==> src/design/scpa_pkg.sv <==
// Shared types, constants and class tables for the size class pool allocator.
// No dependencies; every other design file imports this package.
package scpa_pkg;

  // Pool geometry.
  localparam int POOL_GRANULES = 65536;
  localparam int NUM_CLASSES   = 9;
  localparam int GRANULE_BYTES = 32;
  localparam int TABLE_LEN     = 9;
  localparam int CLASS_LIM     = (NUM_CLASSES < TABLE_LEN) ? NUM_CLASSES : TABLE_LEN;

  // Field widths.
  localparam int SIZE_W  = 24;
  localparam int OFF_W   = 21;
  localparam int CAP_W   = 22;
  localparam int HDR_W   = 5;
  localparam int TOT_W   = 22;
  localparam int BYTES_W = 24;

  // Derived widths.
  localparam int GSHIFT  = $clog2(GRANULE_BYTES);
  localparam int GIDX_W  = $clog2(POOL_GRANULES);
  localparam int BUMP_W  = GIDX_W + 1;
  localparam int CLS_W   = $clog2(TABLE_LEN);
  localparam int GRN_W   = BYTES_W - GSHIFT;
  localparam int NEED_W  = SIZE_W + 1;
  localparam int BSUM_W  = ((GRN_W > BUMP_W) ? GRN_W : BUMP_W) + 1;
  localparam int CSUM_W  = (((BUMP_W + GSHIFT) > BYTES_W) ? (BUMP_W + GSHIFT) : BYTES_W) + 1;
  localparam int ASUM_W  = ((BYTES_W > TOT_W) ? BYTES_W : TOT_W) + 1;
  localparam int GCMP_W  = (OFF_W > BUMP_W) ? OFF_W : BUMP_W;
  localparam int LINK_W  = GIDX_W + 1;

  // Configuration port.
  localparam int CFG_AW     = 3;
  localparam int CFG_DW     = 32;
  localparam int CAP_RESET  = 2097152;
  localparam int HDR_RESET  = 16;
  localparam logic REG_POOL_CAP = 1'b0;
  localparam logic REG_HEADER   = 1'b1;

  typedef enum logic [1:0] {
    STAT_OK        = 2'd0,
    STAT_EXHAUSTED = 2'd1,
    STAT_OVERSIZE  = 2'd2
  } status_t;

  typedef struct packed {
    logic              req_type;
    logic [SIZE_W-1:0] request_size;
    logic [OFF_W-1:0]  block_offset;
  } req_t;

  typedef struct packed {
    status_t          status;
    logic [OFF_W-1:0] payload_offset;
    logic [TOT_W-1:0] allocated_bytes;
  } rsp_t;

  localparam logic REQ_ALLOC = 1'b0;
  localparam logic REQ_FREE  = 1'b1;

  typedef enum logic [1:0] {
    ST_IDLE,
    ST_LOOK,
    ST_COMMIT
  } state_t;

  // What the lookup cycle decided to do with the request.
  typedef enum logic [2:0] {
    K_POP,
    K_CARVE,
    K_OVER,
    K_EXH,
    K_FREE,
    K_IGN
  } kind_t;

  typedef struct packed {
    logic capture;
    logic look;
    logic commit;
  } cmd_t;

  function automatic logic [BYTES_W-1:0] class_bytes(input logic [CLS_W-1:0] c);
    logic [BYTES_W-1:0] b;
    case (c)
      4'd0:    b = BYTES_W'(32);
      4'd1:    b = BYTES_W'(128);
      4'd2:    b = BYTES_W'(512);
      4'd3:    b = BYTES_W'(1024);
      4'd4:    b = BYTES_W'(2048);
      4'd5:    b = BYTES_W'(8192);
      4'd6:    b = BYTES_W'(1 * 1024 * 1024);
      4'd7:    b = BYTES_W'(4 * 1024 * 1024);
      4'd8:    b = BYTES_W'(8 * 1024 * 1024);
      default: b = BYTES_W'(32);
    endcase
    return b;
  endfunction

  function automatic logic [GRN_W-1:0] class_gran(input logic [CLS_W-1:0] c);
    logic [BYTES_W-1:0] b;
    b = class_bytes(c);
    return b[BYTES_W-1:GSHIFT];
  endfunction

endpackage

==> src/design/scpa_ctrl.sv <==
// Request sequencer for the pool allocator: capture, lookup, commit.
// Depends on scpa_pkg; drives the datapath through a command struct.
module scpa_ctrl (
  input  logic          clk,
  input  logic          rst_n,
  input  logic          in_valid,
  output logic          in_ready,
  output logic          out_valid,
  input  logic          out_ready,
  output scpa_pkg::cmd_t cmd
);
  import scpa_pkg::*;

  state_t state_r, state_nxt;
  logic   out_valid_r, out_valid_nxt;
  logic   can_commit;

  always_ff @(posedge clk) begin
    if (!rst_n) begin
      state_r     <= ST_IDLE;
      out_valid_r <= 1'b0;
    end else begin
      state_r     <= state_nxt;
      out_valid_r <= out_valid_nxt;
    end
  end

  always_comb begin
    can_commit  = !out_valid_r || out_ready;
    state_nxt   = state_r;
    in_ready    = 1'b0;
    cmd         = '0;
    case (state_r)
      ST_IDLE: begin
        in_ready = 1'b1;
        if (in_valid) begin
          cmd.capture = 1'b1;
          state_nxt   = ST_LOOK;
        end
      end
      ST_LOOK: begin
        cmd.look  = 1'b1;
        state_nxt = ST_COMMIT;
      end
      ST_COMMIT: begin
        // The next request may enter in the same cycle that this one retires.
        if (can_commit) begin
          cmd.commit = 1'b1;
          in_ready   = 1'b1;
          if (in_valid) begin
            cmd.capture = 1'b1;
            state_nxt   = ST_LOOK;
          end else begin
            state_nxt = ST_IDLE;
          end
        end
      end
      default: state_nxt = ST_IDLE;
    endcase

    if (cmd.commit) begin
      out_valid_nxt = 1'b1;
    end else if (out_ready) begin
      out_valid_nxt = 1'b0;
    end else begin
      out_valid_nxt = out_valid_r;
    end
  end

  assign out_valid = out_valid_r;

endmodule

==> config.mk <==
export PLATFORM = sky130hd
export DESIGN_NAME = scpa_ctrl
export DESIGN_NICKNAME = d
export VERILOG_FILES = /design/src/design/scpa_pkg.sv /design/src/design/scpa_ctrl.sv
export SDC_FILE = /design/constraint.sdc
export NUM_CORES = 1
export LEC_CHECK = 0
export ABC_AREA = 0
export BUFFER_PORTS_ARGS = -buffer_cell sky130_fd_sc_hd__buf_2
export CORE_AREA = 8 8 45 47
export CTS_BUF_LIST = sky130_fd_sc_hd__clkbuf_16
export DETAILED_ROUTE_END_ITERATION = 16
export DIE_AREA = 0 0 53 55
export GPL_TIMING_DRIVEN = 0
export MAX_ROUTING_LAYER = met4
export PLACE_DENSITY = 0.3
export SLEW_MARGIN = 20
export SYNTH_ARGS = -nofsm -noshare
export SYNTH_HDL_FRONTEND = slang
export SYNTH_SLANG_ARGS = --single-unit
==> constraint.sdc <==
create_clock -name clk -period 2.4 [get_ports clk]
set_input_delay 0.24 -clock clk [delete_from_list [all_inputs] [get_ports clk]]
set_output_delay 0.24 -clock clk [all_outputs]
set_load 0.02 [all_outputs]
==> flow_metrics.tcl <==
set metrics [dict create \
    syn_area_um2 166.4 \
    worstSkewPairLatency_ns 0.23 \
    leakagePower_nw 0.1447 \
    finClkSkew_ns 0.001086 \
    p_sw_w 0.00006098 \
    clock_buffers_created_by_tritoncts 3 \
    pwr-share-clk 0.773 \
    net_count_after_synthesis 20 \
    r2r_cells 2 \
    required_ns 2.16 \
    cts.repair_timing.setup_buffer_count 0 \
    slowest_stage "sky130_fd_sc_hd__dfxtp_1" \
    syn_inst 16 \
    n_antenna_cell 0 \
    floorplan.die.height_um 55 \
    combPwrFrac 0.065 \
    run_status "finished clean" \
    wl_per_cell_um 10.05 \
    cts.reportedPaths.clkPinSlew_ns 0.03 \
    largest_net_degree_at_the_start_of_global_routing 7 \
    report.final.slew_viol_count 0 \
    setup_crit_start_kind "flop" \
    grt_first_pass_wirelength_um 779 \
    final_net_count 33 \
    layout.cells.most_common_list "sky130_fd_sc_hd__buf_2, sky130_fd_sc_hd__clkbuf_16, sky130_fd_sc_hd__dfxtp_1" \
    port-buffer-count 8 \
    setup_viol 0 \
    tritoncts_num_sinks 3 \
    antenna_violations_before_repair 0 \
    final_hold_viol_count 0 \
    cell_internal_pwr_w 0.0002789 \
    detail_route.drc_violations 0 \
    layout.core_utilization 0.2206 \
    drt-pass1-iter-count 3 \
    timing.max_slew.rel_slack 0.8735 \
    cell_chain_critical_path "or2b_2 > nor2b_1 > buf_4 > buf_2" \
    synth_seq_area_share 0.3609 \
    peak_supply_drop_v 0.0002710 \
    netlist_cell_types 12 \
    maxCapViolCount 0 \
    syn_area_per_cell_um2 10.40 \
    post_cts_resized 0 \
    finalWeightedCongestion 0.5848 \
    portion_of_the_clock_cycle_consumed_by_the_worst_path_in_the_final_layout 0.6257 \
    max_freq_mhz 665.9 \
    power_density_mw_per_mm2 1113 \
    timing.hold.worst.class "in -> reg" \
    clk_buf_depth 2 \
    first_global_vias 186 \
    die_width_um 53 \
    final_antenna_net_count 0 \
    post_route_cells_drive_above_1_share 0.5714 \
    fillCellCount 158 \
    arrival_ns 1.26 \
    crit_fanout 4 \
    cts_hold_buffers 0 \
    critical_path_class "reg -> out" \
    detailroute.via_count 161 \
    hold_path_depth 2 \
    global_route.overflow_total 0 \
    fp.coreArea_mm2 0.001384 \
    pin_count 9 \
    final.min_clock_period_ns 1.502 \
    final_common_cell "sky130_fd_sc_hd__buf_2" \
    rows 14 \
    root_buffer "sky130_fd_sc_hd__clkbuf_16" \
    holdWs_ns 0.2566 \
    cts.htree.levels 1 \
    place_hpwl_um 338.9 \
    ys.warnings.count 0 \
    finalWirelength_um 442 \
    total_power_w 0.0003399 \
    tightestPinTransition_ns 0.1870 \
    number_of_synthesized_register_bits 3 \
    timing.critical_path.slowest_cell_delay_ns 0.34 \
    setup.worst_path.end_class "primary output" \
    tritoncts_clock_tree "built" \
    area_delta_synth_final_pct 83.46 \
    effective_utilization_at_floorplan 0.1203 \
    drt-initial-drc-count 3 \
    grt_setup_unrepaired "no" \
    pwr-share-seq 0.161 \
    grt_usage 0.04668 \
    fin_setup_tns_ns 0 \
    p_sw_frac 0.1794 \
    route.detailed.vias_per_inst 3.659 \
    dieArea_mm2 0.002915 \
]
-- cells by family after synthesis --
family,count (synthesis),share of synthesized area
and+or+nand+nor,9,0.4587
buffers and inverters,2,0.09020
AOI/OAI and AO/OA,2,0.09026
DFF,3,0.3609
-- cells in the mapped netlist, drive strengths merged --
library cell	count	area, um^2
nor2	1	3.750
nand2b	1	6.260
o21a	1	7.510
or2b	1	8.760
nor4bb	1	16.27
a21boi	1	7.510
nor3b	1	7.510
dfxtp	3	60.06
buf	2	15.01
and4bb	1	12.51
nor2b	2	12.51
and3b	1	8.760
-- layout make-up --
| cell class | count | area, um^2 | area share |
|---|---|---|---|
| buffer | 2 | 15.01 | 0.04918 |
| clock buffer | 3 | 75.07 | 0.2459 |
| tap | 16 | 20.02 | 0.06557 |
| sequential | 3 | 60.06 | 0.1967 |
| multi-input combinational | 11 | 91.34 | 0.2992 |
| clock inverter | 1 | 3.754 | 0.01230 |
| timing repair buffer | 8 | 40.04 | 0.1311 |
-- path summary, 6_finish.rpt --
kind / from / end / slack [ns]
worst max-delay path: out_valid$_SDFFE_PN0P_ / cmd[0] / 0.90
worst min-delay path: rst_n / state_r[1]$_SDFFE_PN0P_ / 0.26
worst max register to register: state_r[0]$_SDFFE_PN0P_ / state_r[1]$_SDFFE_PN0P_ / 1.48
worst min register to register: state_r[0]$_SDFFE_PN0P_ / state_r[0]$_SDFFE_PN0P_ / 0.53
-- through the flow --
step	cell area (um^2)	setup WS, ns	cells
6_report	305.3	0.8984	44
5_1_grt	305.3	0.8446	44
4_1_cts	305.3	0.8841	44
3_5_place_dp	226.5	1.126	40
3_3_place_gp	226.5	1.124	40
2_1_floorplan	166.4	1.032	16
-- power by group through the flow --
stage / clock network (W) / registers [W] / logic [W]
global route: 0.000274 / 0.0000554 / 0.0000245
global placement: 0 / 0.0000555 / 0.0000226
finish: 0.000263 / 0.0000548 / 0.0000222
CTS: 0.000267 / 0.0000548 / 0.0000228
floorplan: 0 / 0.0000556 / 0.0000140
detailed placement: 0 / 0.0000555 / 0.0000227
-- metal layers --
layer,up-vias,wire (um),track usage
li1,77,-,-
met1,70,221,0.03788
met2,10,136,0.04688
met3,4,46,0.04278
met4,0,38,0.07759
met5,-,0,-
-- worst max-delay path: cells and delay by family, from the launching register on --
kind | cells | cell delay (ns)
DFF | 1 | 0.34
buffers and inverters | 2 | 0.27
and+or+nand+nor | 2 | 0.44
-- state kept, by name, indices dropped and copies added, names as in the netlist --
name,count
out_valid,1
state_r,2
Note: power is estimated with default switching activity, not from simulation.
